### config.mk
export PLATFORM = sky130hd
export DESIGN_NAME = led_matrix_text_scroller_unit
export DESIGN_NICKNAME = d
export VERILOG_FILES = /design/src/rtl/lmts_pkg.sv /design/src/rtl/lmts_ram.sv /design/src/rtl/lmts_ctrl.sv /design/src/rtl/lmts_dp.sv /design/src/rtl/led_matrix_text_scroller_unit.sv
export SDC_FILE = /design/constraint.sdc
export NUM_CORES = 1
export LEC_CHECK = 0
export ABC_CLOCK_PERIOD_IN_PS = 5300
export CORE_ASPECT_RATIO = 1.75
export CORE_MARGIN = 2
export CORE_UTILIZATION = 45
export CTS_BUF_LIST = sky130_fd_sc_hd__clkbuf_8
export CTS_CLUSTER_SIZE = 25
export DETAILED_ROUTE_END_ITERATION = 10
export DONT_BUFFER_PORTS = 1
export PLACE_DENSITY = 0.69
export SKIP_LAST_GASP = 1
export SLEW_MARGIN = 30
export SYNTH_ARGS = -nofsm -noshare
export SYNTH_HDL_FRONTEND = slang
export SYNTH_HIERARCHICAL = 1
export SYNTH_SLANG_ARGS = --single-unit
### constraint.sdc
create_clock -name clk -period 5.3 [get_ports clk]
set_input_delay 0.53 -clock clk [delete_from_list [all_inputs] [get_ports clk]]
set_output_delay 0.53 -clock clk [all_outputs]
set_load 0.01 [all_outputs]
### src/rtl/lmts_pkg.sv
`timescale 1ns / 1ps
`default_nettype none
// ----------------------------------------------------------------------------
// lmts_pkg: shared types and constants of the LED matrix text scroller
// Transfer payloads, command codes, controller/datapath interface structs,
// chain register codes and the 5x7 font.
// ----------------------------------------------------------------------------
package lmts_pkg;

  // Input transfer: one command item
  typedef struct packed {
    logic [1:0] command;
    logic [6:0] char_code;
    logic [5:0] char_pos;
  } lmts_in_t;

  // Output transfer: one chain frame
  typedef struct packed {
    logic [63:0] chain_frame;
    logic        last_of_run;
    logic        pass_done;
  } lmts_out_t;

  // Command codes; the fourth code is ignored
  typedef enum logic [1:0] {
    CMD_INIT  = 2'd0,
    CMD_WRITE = 2'd1,
    CMD_STEP  = 2'd2
  } lmts_cmd_code_t;

  // Configuration register indexes
  localparam logic REG_IDX_INTENSITY = 1'b0;
  localparam logic REG_IDX_TEXT_LEN  = 1'b1;

  // Driver register codes sent down the chain
  localparam logic [7:0] DRV_DISPLAY_TEST = 8'h0F;
  localparam logic [7:0] DRV_DECODE_MODE  = 8'h09;
  localparam logic [7:0] DRV_SCAN_LIMIT   = 8'h0B;
  localparam logic [7:0] DRV_INTENSITY    = 8'h0A;
  localparam logic [7:0] DRV_SHUTDOWN     = 8'h0C;
  localparam logic [7:0] DRV_DIGIT0       = 8'h01;
  localparam logic [7:0] SCAN_ALL_ROWS    = 8'h07;
  localparam logic [7:0] SHUTDOWN_NORMAL  = 8'h01;

  // Frame sequencing
  localparam logic [3:0] INIT_LAST   = 4'd12;
  localparam logic [3:0] ROW_LAST    = 4'd7;
  localparam logic [3:0] INIT_DIGITS = 4'd5;

  // Font geometry
  localparam int PITCH   = 6;
  localparam int GLYPH_W = 5;
  localparam logic [6:0] FONT_FIRST = 7'h20;
  localparam logic [6:0] FONT_LAST  = 7'h5A;

  // Controller to datapath commands
  typedef struct packed {
    logic       mem_write;
    logic       start_init;
    logic       start_render;
    logic       col_write;
    logic       finish;
    logic       emit_init;
    logic       emit_row;
    logic [3:0] frm_idx;
  } lmts_ctl_t;

  // Datapath to controller status
  typedef struct packed {
    logic out_free;
    logic col_last;
  } lmts_sts_t;

  // Register/data pair of init frame k
  function automatic logic [15:0] init_pair(input logic [3:0] k, input logic [3:0] inten);
    logic [15:0] p;
    case (k)
      4'd0:    p = {DRV_DISPLAY_TEST, 8'h00};
      4'd1:    p = {DRV_DECODE_MODE, 8'h00};
      4'd2:    p = {DRV_SCAN_LIMIT, SCAN_ALL_ROWS};
      4'd3:    p = {DRV_INTENSITY, 4'h0, inten};
      4'd4:    p = {DRV_SHUTDOWN, SHUTDOWN_NORMAL};
      default: p = {DRV_DIGIT0 + {4'h0, k - INIT_DIGITS}, 8'h00};
    endcase
    return p;
  endfunction

  // Five columns of a glyph, column 0 in the top byte
  function automatic logic [39:0] glyph_row(input logic [5:0] idx);
    logic [39:0] r;
    case (idx)
      6'd0:  r = 40'h00_00_00_00_00;
      6'd1:  r = 40'h00_00_5F_00_00;
      6'd2:  r = 40'h00_07_00_07_00;
      6'd3:  r = 40'h14_7F_14_7F_14;
      6'd4:  r = 40'h24_2A_7F_2A_12;
      6'd5:  r = 40'h23_13_08_64_62;
      6'd6:  r = 40'h36_49_55_22_50;
      6'd7:  r = 40'h00_05_03_00_00;
      6'd8:  r = 40'h00_1C_22_41_00;
      6'd9:  r = 40'h00_41_22_1C_00;
      6'd10: r = 40'h14_08_3E_08_14;
      6'd11: r = 40'h08_08_3E_08_08;
      6'd12: r = 40'h00_50_30_00_00;
      6'd13: r = 40'h08_08_08_08_08;
      6'd14: r = 40'h00_60_60_00_00;
      6'd15: r = 40'h20_10_08_04_02;
      6'd16: r = 40'h3E_51_49_45_3E;
      6'd17: r = 40'h00_42_7F_40_00;
      6'd18: r = 40'h42_61_51_49_46;
      6'd19: r = 40'h21_41_45_4B_31;
      6'd20: r = 40'h18_14_12_7F_10;
      6'd21: r = 40'h27_45_45_45_39;
      6'd22: r = 40'h3C_4A_49_49_30;
      6'd23: r = 40'h01_71_09_05_03;
      6'd24: r = 40'h36_49_49_49_36;
      6'd25: r = 40'h06_49_49_29_1E;
      6'd26: r = 40'h00_36_36_00_00;
      6'd27: r = 40'h00_56_36_00_00;
      6'd28: r = 40'h08_14_22_41_00;
      6'd29: r = 40'h14_14_14_14_14;
      6'd30: r = 40'h00_41_22_14_08;
      6'd31: r = 40'h02_01_51_09_06;
      6'd32: r = 40'h32_49_59_51_3E;
      6'd33: r = 40'h7E_11_11_11_7E;
      6'd34: r = 40'h7F_49_49_49_36;
      6'd35: r = 40'h3E_41_41_41_22;
      6'd36: r = 40'h7F_41_41_22_1C;
      6'd37: r = 40'h7F_49_49_49_41;
      6'd38: r = 40'h7F_09_09_09_01;
      6'd39: r = 40'h3E_41_49_49_7A;
      6'd40: r = 40'h7F_08_08_08_7F;
      6'd41: r = 40'h00_41_7F_41_00;
      6'd42: r = 40'h20_40_41_3F_01;
      6'd43: r = 40'h7F_08_14_22_41;
      6'd44: r = 40'h7F_40_40_40_40;
      6'd45: r = 40'h7F_02_0C_02_7F;
      6'd46: r = 40'h7F_04_08_10_7F;
      6'd47: r = 40'h3E_41_41_41_3E;
      6'd48: r = 40'h7F_09_09_09_06;
      6'd49: r = 40'h3E_41_51_21_5E;
      6'd50: r = 40'h7F_09_19_29_46;
      6'd51: r = 40'h46_49_49_49_31;
      6'd52: r = 40'h01_01_7F_01_01;
      6'd53: r = 40'h3F_40_40_40_3F;
      6'd54: r = 40'h1F_20_40_20_1F;
      6'd55: r = 40'h3F_40_38_40_3F;
      6'd56: r = 40'h63_14_08_14_63;
      6'd57: r = 40'h07_08_70_08_07;
      6'd58: r = 40'h61_51_49_45_43;
      default: r = 40'h00_00_00_00_00;
    endcase
    return r;
  endfunction

  // One glyph column; columns past the glyph width read blank
  function automatic logic [7:0] glyph_col(input logic [5:0] idx, input logic [2:0] cc);
    logic [39:0] r;
    logic [7:0]  c;
    r = glyph_row(idx);
    case (cc)
      3'd0:    c = r[39:32];
      3'd1:    c = r[31:24];
      3'd2:    c = r[23:16];
      3'd3:    c = r[15:8];
      3'd4:    c = r[7:0];
      default: c = 8'h00;
    endcase
    return c;
  endfunction

endpackage
`default_nettype wire

### src/rtl/lmts_ram.sv
`timescale 1ns / 1ps
`default_nettype none
// ----------------------------------------------------------------------------
// lmts_ram: generic single-port-write, single-port-read RAM
// One write and one registered read per cycle.
// ----------------------------------------------------------------------------
module lmts_ram #(
  parameter int WIDTH = 8,
  parameter int DEPTH = 64,
  parameter int AW    = 6
) (
  input  wire logic             clk,
  input  wire logic             we,
  input  wire logic [AW-1:0]    waddr,
  input  wire logic [WIDTH-1:0] wdata,
  input  wire logic [AW-1:0]    raddr,
  output logic      [WIDTH-1:0] rdata
);

  logic [WIDTH-1:0] mem_r [DEPTH];
  logic [WIDTH-1:0] rdata_r;

  // Write port and registered read port
  always_ff @(posedge clk) begin
    if (we) begin
      mem_r[waddr] <= wdata;
    end
    rdata_r <= mem_r[raddr];
  end

  assign rdata = rdata_r;

endmodule
`default_nettype wire

### src/rtl/lmts_ctrl.sv
`timescale 1ns / 1ps
`default_nettype none
// ----------------------------------------------------------------------------
// lmts_ctrl: command sequencer of the text scroller
// Accepts one command at a time, walks the screen columns and counts frames.
// ----------------------------------------------------------------------------
module lmts_ctrl import lmts_pkg::*; (
  input  wire logic       clk,
  input  wire logic       rst_n,
  input  wire logic       in_valid,
  output logic            in_ready,
  input  wire logic [1:0] in_command,
  input  wire lmts_sts_t  sts,
  output lmts_ctl_t       ctl
);

  typedef enum logic [4:0] {
    ST_IDLE = 5'b00001,
    ST_INIT = 5'b00010,
    ST_ADDR = 5'b00100,
    ST_DATA = 5'b01000,
    ST_ROWS = 5'b10000
  } state_t;

  state_t     state_r, state_nxt;
  logic [3:0] frm_r, frm_nxt;
  logic       take;

  assign in_ready = (state_r == ST_IDLE);
  assign take     = in_valid && in_ready;

  // Decode state into datapath commands and next state
  always_comb begin
    state_nxt = state_r;
    frm_nxt   = frm_r;
    ctl       = '0;
    ctl.frm_idx = frm_r;
    case (state_r)
      ST_IDLE: begin
        frm_nxt = 4'd0;
        if (take) begin
          if (in_command == CMD_INIT) begin
            ctl.start_init = 1'b1;
            state_nxt      = ST_INIT;
          end else if (in_command == CMD_WRITE) begin
            ctl.mem_write = 1'b1;
          end else if (in_command == CMD_STEP) begin
            ctl.start_render = 1'b1;
            state_nxt        = ST_ADDR;
          end
        end
      end
      ST_INIT: begin
        if (sts.out_free) begin
          ctl.emit_init = 1'b1;
          if (frm_r == INIT_LAST) begin
            state_nxt = ST_IDLE;
          end else begin
            frm_nxt = frm_r + 4'd1;
          end
        end
      end
      ST_ADDR: begin
        // text RAM read in flight
        state_nxt = ST_DATA;
      end
      ST_DATA: begin
        ctl.col_write = 1'b1;
        if (sts.col_last) begin
          ctl.finish = 1'b1;
          state_nxt  = ST_ROWS;
        end else begin
          state_nxt = ST_ADDR;
        end
      end
      ST_ROWS: begin
        if (sts.out_free) begin
          ctl.emit_row = 1'b1;
          if (frm_r == ROW_LAST) begin
            state_nxt = ST_IDLE;
          end else begin
            frm_nxt = frm_r + 4'd1;
          end
        end
      end
      default: begin
        state_nxt = ST_IDLE;
      end
    endcase
  end

  // State and frame counter
  always_ff @(posedge clk) begin
    if (!rst_n) begin
      state_r <= ST_IDLE;
      frm_r   <= 4'd0;
    end else begin
      state_r <= state_nxt;
      frm_r   <= frm_nxt;
    end
  end

endmodule
`default_nettype wire

### src/rtl/lmts_dp.sv
`timescale 1ns / 1ps
`default_nettype none
// ----------------------------------------------------------------------------
// lmts_dp: datapath of the text scroller
// Text RAM, scroll offset, column cursor, screen columns and output register.
// ----------------------------------------------------------------------------
module lmts_dp import lmts_pkg::*; #(
  parameter int MODULES  = 4,
  parameter int TEXT_MAX = 64
) (
  input  wire logic       clk,
  input  wire logic       rst_n,
  input  wire lmts_ctl_t  ctl,
  output lmts_sts_t       sts,
  input  wire logic [6:0] char_code,
  input  wire logic [5:0] char_pos,
  input  wire logic [3:0] intensity,
  input  wire logic [6:0] text_length,
  output logic            out_valid,
  input  wire logic       out_ready,
  output lmts_out_t       out_item
);

  localparam int NCOL  = 8 * MODULES;
  localparam int COL_W = $clog2(NCOL);
  localparam int AW    = (TEXT_MAX > 1) ? $clog2(TEXT_MAX) : 1;
  localparam int LEN_W = $clog2(TEXT_MAX + 1);
  localparam int OFS_W = $clog2(PITCH * TEXT_MAX + NCOL + 2) + 1;
  localparam int CI_W  = $clog2(TEXT_MAX + NCOL + 1) + 1;
  localparam logic [OFS_W-1:0] SCREEN_COLS = OFS_W'(NCOL);

  logic [OFS_W-1:0] offset_r, offset_nxt;
  logic [CI_W-1:0]  bci_r, bci_nxt;
  logic [2:0]       bcc_r, bcc_nxt;
  logic [OFS_W:0]   rel_r, rel_nxt;
  logic [CI_W-1:0]  ci_r, ci_nxt;
  logic [2:0]       cc_r, cc_nxt;
  logic             done_r, done_nxt;
  logic [COL_W-1:0] col_cnt_r, col_cnt_nxt;
  logic             out_valid_r, out_valid_nxt;
  lmts_out_t        out_item_r;
  logic [7:0]       col_r [NCOL];

  logic [LEN_W-1:0] len;
  logic [OFS_W-1:0] len_x, six_len;
  logic [OFS_W:0]   pass_sum;
  logic             done_now, offset_le0;
  logic             mem_we;
  logic [6:0]       ram_q;
  logic [5:0]       gidx;
  logic [7:0]       gbits;
  logic             col_on;
  logic             emit;
  logic             last;
  logic [15:0]      pair;
  logic [7:0]       rbyte;
  logic [63:0]      frame;

  // Text store
  assign mem_we = ctl.mem_write && (int'(char_pos) < TEXT_MAX);

  lmts_ram #(
    .WIDTH (7),
    .DEPTH (TEXT_MAX),
    .AW    (AW)
  ) u_text_ram (
    .clk   (clk),
    .we    (mem_we),
    .waddr (AW'(char_pos)),
    .wdata (char_code),
    .raddr (ci_r[AW-1:0]),
    .rdata (ram_q)
  );

  // Clamp length and test for the end of the pass: offset <= -6*len
  always_comb begin
    if (int'(text_length) > TEXT_MAX) begin
      len = LEN_W'(TEXT_MAX);
    end else begin
      len = LEN_W'(text_length);
    end
    len_x      = OFS_W'(len);
    six_len    = (len_x << 2) + (len_x << 1);
    pass_sum   = {offset_r[OFS_W-1], offset_r} + {1'b0, six_len};
    done_now   = pass_sum[OFS_W] || (pass_sum == '0);
    offset_le0 = offset_r[OFS_W-1] || (offset_r == '0);
  end

  // Glyph column under the cursor
  always_comb begin
    if ((ram_q < FONT_FIRST) || (ram_q > FONT_LAST)) begin
      gidx = 6'd0;
    end else begin
      gidx = 6'(ram_q - FONT_FIRST);
    end
    gbits  = glyph_col(gidx, cc_r);
    col_on = !rel_r[OFS_W] && (ci_r < CI_W'(len)) && (cc_r < 3'(GLYPH_W));
  end

  // Offset, base cursor and column cursor updates
  always_comb begin
    offset_nxt  = offset_r;
    bci_nxt     = bci_r;
    bcc_nxt     = bcc_r;
    rel_nxt     = rel_r;
    ci_nxt      = ci_r;
    cc_nxt      = cc_r;
    done_nxt    = done_r;
    col_cnt_nxt = col_cnt_r;
    if (ctl.start_init) begin
      offset_nxt = SCREEN_COLS;
      bci_nxt    = '0;
      bcc_nxt    = 3'd0;
    end
    if (ctl.start_render) begin
      rel_nxt     = '0 - {offset_r[OFS_W-1], offset_r};
      ci_nxt      = bci_r;
      cc_nxt      = bcc_r;
      done_nxt    = done_now;
      col_cnt_nxt = '0;
    end
    if (ctl.col_write) begin
      col_cnt_nxt = col_cnt_r + COL_W'(1);
      if (rel_r[OFS_W]) begin
        rel_nxt = rel_r + 1'b1;
      end else if (cc_r == 3'(PITCH - 1)) begin
        cc_nxt = 3'd0;
        ci_nxt = ci_r + 1'b1;
      end else begin
        cc_nxt = cc_r + 3'd1;
      end
    end
    if (ctl.finish) begin
      if (done_r) begin
        offset_nxt = SCREEN_COLS;
        bci_nxt    = '0;
        bcc_nxt    = 3'd0;
      end else begin
        offset_nxt = offset_r - 1'b1;
        // advance base only once the first column sits at or right of text start
        if (offset_le0) begin
          if (bcc_r == 3'(PITCH - 1)) begin
            bcc_nxt = 3'd0;
            bci_nxt = bci_r + 1'b1;
          end else begin
            bcc_nxt = bcc_r + 3'd1;
          end
        end
      end
    end
  end

  // Assemble the outgoing frame
  always_comb begin
    frame = '0;
    pair  = init_pair(ctl.frm_idx, intensity);
    rbyte = 8'h00;
    for (int m = 0; m < MODULES; m++) begin
      for (int j = 0; j < 8; j++) begin
        rbyte[7 - j] = col_r[m * 8 + j][ctl.frm_idx[2:0]];
      end
      if (ctl.emit_init) begin
        frame[m * 16 +: 16] = pair;
      end else begin
        frame[m * 16 +: 16] = {DRV_DIGIT0 + {5'd0, ctl.frm_idx[2:0]}, rbyte};
      end
    end
  end

  assign emit = ctl.emit_init || ctl.emit_row;
  assign last = (ctl.emit_init && (ctl.frm_idx == INIT_LAST)) ||
                (ctl.emit_row && (ctl.frm_idx == ROW_LAST));

  // Hold a frame until the receiver takes it
  always_comb begin
    out_valid_nxt = out_valid_r;
    if (emit) begin
      out_valid_nxt = 1'b1;
    end else if (out_ready) begin
      out_valid_nxt = 1'b0;
    end
  end

  // Control registers
  always_ff @(posedge clk) begin
    if (!rst_n) begin
      offset_r    <= SCREEN_COLS;
      bci_r       <= '0;
      bcc_r       <= 3'd0;
      done_r      <= 1'b0;
      col_cnt_r   <= '0;
      out_valid_r <= 1'b0;
    end else begin
      offset_r    <= offset_nxt;
      bci_r       <= bci_nxt;
      bcc_r       <= bcc_nxt;
      done_r      <= done_nxt;
      col_cnt_r   <= col_cnt_nxt;
      out_valid_r <= out_valid_nxt;
    end
  end

  // Payload registers
  always_ff @(posedge clk) begin
    rel_r <= rel_nxt;
    ci_r  <= ci_nxt;
    cc_r  <= cc_nxt;
    if (ctl.col_write) begin
      col_r[col_cnt_r] <= col_on ? gbits : 8'h00;
    end
    if (emit) begin
      out_item_r.chain_frame <= frame;
      out_item_r.last_of_run <= last;
      out_item_r.pass_done   <= ctl.emit_row && done_r;
    end
  end

  assign sts.out_free = !out_valid_r || out_ready;
  assign sts.col_last = (col_cnt_r == COL_W'(NCOL - 1));
  assign out_valid    = out_valid_r;
  assign out_item     = out_item_r;

endmodule
`default_nettype wire

### src/rtl/led_matrix_text_scroller_unit.sv
`timescale 1ns / 1ps
`default_nettype none
// ----------------------------------------------------------------------------
// led_matrix_text_scroller_unit: scrolling text engine for a chain of
// 8x8 LED matrix driver modules
// Usage: commands arrive on the in_ channel (valid/ready), chain frames leave
// on the out_ channel (valid/ready), intensity and text length are written
// over the APB port (register 0 at 0x0, register 1 at 0x4) while idle.
// A write command produces no frame. An init command produces 13
// frames, one per cycle when the receiver keeps up. A step command walks
// the 8*MODULES screen columns, each in an address state and a data state
// because the text RAM read is registered, then sends 8 row frames.
// Commands are taken one at a time; in_ready is high while no command is
// in progress, even if the last frame still waits.
// When the receiver stalls, the pending frame holds in the output register
// and the sequencer waits. Reset (synchronous, active low) sets intensity 8,
// text length 0 and offset 8*MODULES; the text store is undefined until
// written.
// ----------------------------------------------------------------------------
module led_matrix_text_scroller_unit import lmts_pkg::*; #(
  parameter int MODULES  = 4,
  parameter int TEXT_MAX = 64
) (
  input  wire logic        clk,
  input  wire logic        rst_n,
  input  wire logic        in_valid,
  output logic             in_ready,
  input  wire lmts_in_t    in_item,
  output logic             out_valid,
  input  wire logic        out_ready,
  output lmts_out_t        out_item,
  input  wire logic        psel,
  input  wire logic        penable,
  input  wire logic        pwrite,
  input  wire logic [2:0]  paddr,
  input  wire logic [31:0] pwdata,
  output logic [31:0]      prdata,
  output logic             pready
);

  logic [3:0] intensity_r, intensity_nxt;
  logic [6:0] text_len_r, text_len_nxt;
  logic       cfg_wr;
  lmts_ctl_t  ctl;
  lmts_sts_t  sts;

  // Configuration registers
  assign pready = 1'b1;
  assign cfg_wr = psel && penable && pwrite && pready;

  always_comb begin
    intensity_nxt = intensity_r;
    text_len_nxt  = text_len_r;
    if (cfg_wr) begin
      if (paddr[2] == REG_IDX_INTENSITY) begin
        intensity_nxt = pwdata[3:0];
      end else begin
        text_len_nxt = pwdata[6:0];
      end
    end
  end

  always_ff @(posedge clk) begin
    if (!rst_n) begin
      intensity_r <= 4'd8;
      text_len_r  <= 7'd0;
    end else begin
      intensity_r <= intensity_nxt;
      text_len_r  <= text_len_nxt;
    end
  end

  // Register readback
  always_comb begin
    if (paddr[2] == REG_IDX_TEXT_LEN) begin
      prdata = {25'd0, text_len_r};
    end else begin
      prdata = {28'd0, intensity_r};
    end
  end

  lmts_ctrl u_ctrl (
    .clk        (clk),
    .rst_n      (rst_n),
    .in_valid   (in_valid),
    .in_ready   (in_ready),
    .in_command (in_item.command),
    .sts        (sts),
    .ctl        (ctl)
  );

  lmts_dp #(
    .MODULES  (MODULES),
    .TEXT_MAX (TEXT_MAX)
  ) u_dp (
    .clk         (clk),
    .rst_n       (rst_n),
    .ctl         (ctl),
    .sts         (sts),
    .char_code   (in_item.char_code),
    .char_pos    (in_item.char_pos),
    .intensity   (intensity_r),
    .text_length (text_len_r),
    .out_valid   (out_valid),
    .out_ready   (out_ready),
    .out_item    (out_item)
  );

`ifndef SYNTH
  // A frame-producing command blocks the input on the next cycle
  a_busy_after_run: assert property (@(posedge clk) disable iff (!rst_n)
    (in_valid && in_ready && ((in_item.command == CMD_INIT) ||
                              (in_item.command == CMD_STEP))) |=> !in_ready)
    else $error("input not blocked after init or step transfer");

  // Pass-done frames are always row frames
  a_done_on_rows: assert property (@(posedge clk) disable iff (!rst_n)
    (out_valid && out_item.pass_done) |->
    ((out_item.chain_frame[15:8] != 8'h00) && (out_item.chain_frame[15:8] <= 8'h08)))
    else $error("pass_done on a frame that is not a row frame");

  // Bits above the populated modules stay zero
  a_unused_bits: assert property (@(posedge clk) disable iff (!rst_n)
    out_valid |-> ((out_item.chain_frame >> (16 * MODULES)) == 64'd0))
    else $error("frame bits above the chain are set");
`endif

endmodule
`default_nettype wire
==> reports/metrics.cfg <==
[floorplan]
die_h_um=378
die_x_um=218
row_count=137
initial_core_utilization=0.453
top_level_ports=158
design.die.area_sq_um=82300
fp.coreArea_sq_um=79400

[clock_network]
cts_htree_levels=3
tritoncts_num_sinks=788
number_of_buffers_inserted_by_post_cts_setup_repair=0
cts_resized=0
cts.reportedPaths.clkPinSlew_ns=0.07
cts_buffers=111
clk_latency_ns=0.75
tritoncts_clock_tree=built
clock-root-buffer=clkbuf_8
holdBufCountCts=20
cts_max_path_buffers=3

[synth]
synth.yosys.seq_area_share=0.637
count_of_flip_flops_with_a_built_in_enable_after_synthesis=711
yosysUniqueCellTypes=93
synth-seq-cells=788
yosys.area.top_type=edfxtp_1
yosys_most_used_dff=edfxtp_1
netlist.area_leader.share=0.594
syn_area_per_cell_sq_um=14.2
area_of_the_mapped_netlist_sq_um=36000
post_synthesis_cells=2540
synth_async_sr_flop_share=0
synth_area_leaders=edfxtp_1 (59%), mux4_2 (9.0%), dfxtp_1 (4.3%)
yosys_warn_count=6

[final_layout]
layout.area.seq_sq_um=22900
area.growth.synth_to_final_pct=10.0
drive_gt1_frac=0.164
nFillCells=6595
finish.net_count=2689
multiInputGateArea_sq_um=11900
fin_cells=3713

[min_path]
hold_path_class=in2reg
timing.hold.worst_path_depth=2

[place]
port_buffers=0
routabilityCongestion=0.994
dp_cells=3487
hpwlAfterDp_um=63400
preCtsSetupSlack_ns=1.09

[timing]
rsz0062_at_grt=no
tightestPinTransition_ns=0.978
maxClockFrequency_ghz=0.226
clock-skew-final_ns=0.0460
timing.slew.headroom=0.346
final-setup-viol-count=0
hold_violations=0
fraction_of_the_cycle_the_final_worst_path_needs=0.836
period_minus_slack_ns=4.43
setup_ws_ns=0.868
timing.final.max_slew_violations=0
tns_ns=0

[worst_setup_path]
cp_data_required_time_ns=5.75
max_incr_delay_on_cp_ns=0.86
slowest_stage=a2111oi_1
worstPathArrival_ns=4.88
r2r_cells=14
critical_path.max_fanout=25
critical_path_source_type=register
path_class=reg2reg
critical_path.endpoint_type=register
worstPathCellList=buf_4 -> and3_1 -> a21o_1 -> nor2_1 -> inv_1 -> ha_1 -> buf_4 -> nand3_1 -> a21oi_1 -> a2111oi_1 -> buf_4 -> a31o_2 -> a41oi_2 -> buf_12
cp_common_cell=buf_4

[power]
power_density_cells_nw_per_um2=450
total_power_w=0.0178
power.ir.vdd_worst_v=0.000340
power_leakage_nw=12.5

[global_routing]
grt_first_pass_wirelength_um=143000
globalRouteTotalUtil=0.232
grt_start_max_net_pins=78
globalRouteOverflowTotal=0
number_of_antenna_violations_at_the_first_check_in_global_routing=1
grt_pass1_vias=23400

[routing]
drtPass1Iterations=5
route.antenna.remaining_nets=0
drc=0
first_iter_violations=1764
route.detailed.wl_per_inst_um=25.7
route.final.wire_length_um=95400
dr_total_vias=22600
routed_via_density=6.08

[flow_run]
max_cap_viol_count=0

[outcome]
status=complete, no violations

## flip-flops by register name, indices dropped and copies added, names as in the netlist, 5 cells and up
signal,count
text_len_r,7
u_ctrl/state_r,5
u_dp/bci_r,8
u_dp/ci_r,8
u_dp/col_cnt_r,5
u_dp/col_r,224
u_dp/offset_r,10
u_dp/out_item,39
u_dp/rel_r,11
u_dp/u_text_ram/mem_r,448
u_dp/u_text_ram/rdata,7
## cell usage after synthesis (all sizes together) (47+ instances only)
cell type,number
nor2,250
dfxtp,77
inv,47
o21ai,120
buf,128
clkbuf,86
edfxtp,711
nand2,144
mux4,144
ha,47
mux2i,73
nand3,52
a21oi,133
## power breakdown
part | switching (W) | internal [W] | total [W]
registers | 0.000177 | 0.00701 | 0.00719
clock network | 0.00226 | 0.00238 | 0.00464
logic | 0.00410 | 0.00186 | 0.00596
total | 0.00654 | 0.0113 | 0.0178
## placed cells by master, fill, tap and decap left out, types with 18 or more instances in the layout
cell / n
nor2b_1: 30
o31ai_1: 19
inv_1: 71
dfxtp_1: 71
edfxtp_1: 711
mux2i_1: 73
nand3_1: 52
o22ai_1: 25
clkinv_1: 34
mux4_2: 144
o221ai_1: 19
buf_4: 73
conb_1: 38
o211ai_1: 32
o21ai_0: 110
clkbuf_8: 112
nor3_1: 35
ha_1: 47
a211oi_1: 39
nand2b_1: 20
nor2_1: 247
and2_1: 21
nand2_1: 142
a21oi_1: 128
a22oi_1: 18
## routing by layer
metal	part of all wire	track usage	vias to the layer above	wire, um
met5	0	0	-	0
met4	0.062	0.139	0	5940
met3	0.056	0.0370	294	5310
met2	0.54	0.430	1021	51600
met1	0.34	0.246	11300	32500
li1	-	-	9935	-
## worst max-delay path, delay by kind of cell (launching register included)
kind                       cells  cell delay [ns]
AOI/OAI and AO/OA              5             1.43
adders and majority gates      1             0.29
buffers and inverters          5             1.09
DFF                            1             0.32
and+or+nand+nor                3             0.98
## worst paths after layout
| kind | endpoint | slack [ns] | startpoint |
|---|---|---|---|
| worst min register to register | u_dp/rel_r[10] | 0.49 | u_dp/rel_r[9] |
| worst max register to register | u_dp/col_r[19][1] | 0.87 | u_dp/u_text_ram/rdata[6] |
| worst max-delay path | u_dp/col_r[19][1] | 0.87 | u_dp/u_text_ram/rdata[6] |
| worst min-delay path | u_ctrl/state_r[2] | 0.05 | in_item[13] |
## cells by family (layout without fill, tap and decap cells)
family / after synthesis / count (layout) / share of synthesized area
muxes: 223 / 223 / 0.112
AOI/OAI and AO/OA: 549 / 549 / 0.102
and+or+nand+nor: 644 / 644 / 0.0858
buffers and inverters: 261 / 355 / 0.0385
xor gates and xnor gates: 18 / 18 / 0.00459
other: 3 / 40 / 0.000313
adders and majority gates: 54 / 54 / 0.0203
DFF: 788 / 788 / 0.637
## layout make-up
type	instances	share of cell area
Clock buffer	112	0.0390
Multi-Input combinational cell	1526	0.301
Antenna cell	2	0.000126
Clock inverter	92	0.0161
Sequential cell	788	0.579
Inverter	47	0.00446
Tap cell	1042	0.0329
Timing Repair Buffer	104	0.0278
## metrics by stage
step / util / hold slack, ns / cell area (sq um)
3_5_place_dp: 0.467 / 0.463 / 37100
6_report: 0.499 / 0.0493 / 39600
3_3_place_gp: 0.467 / 0.459 / 37000
5_1_grt: 0.499 / 0.0380 / 39600
2_1_floorplan: - / 0.432 / 36100
4_1_cts: 0.498 / 0.0000815 / 39600
Power figures use the tool's default switching activity.
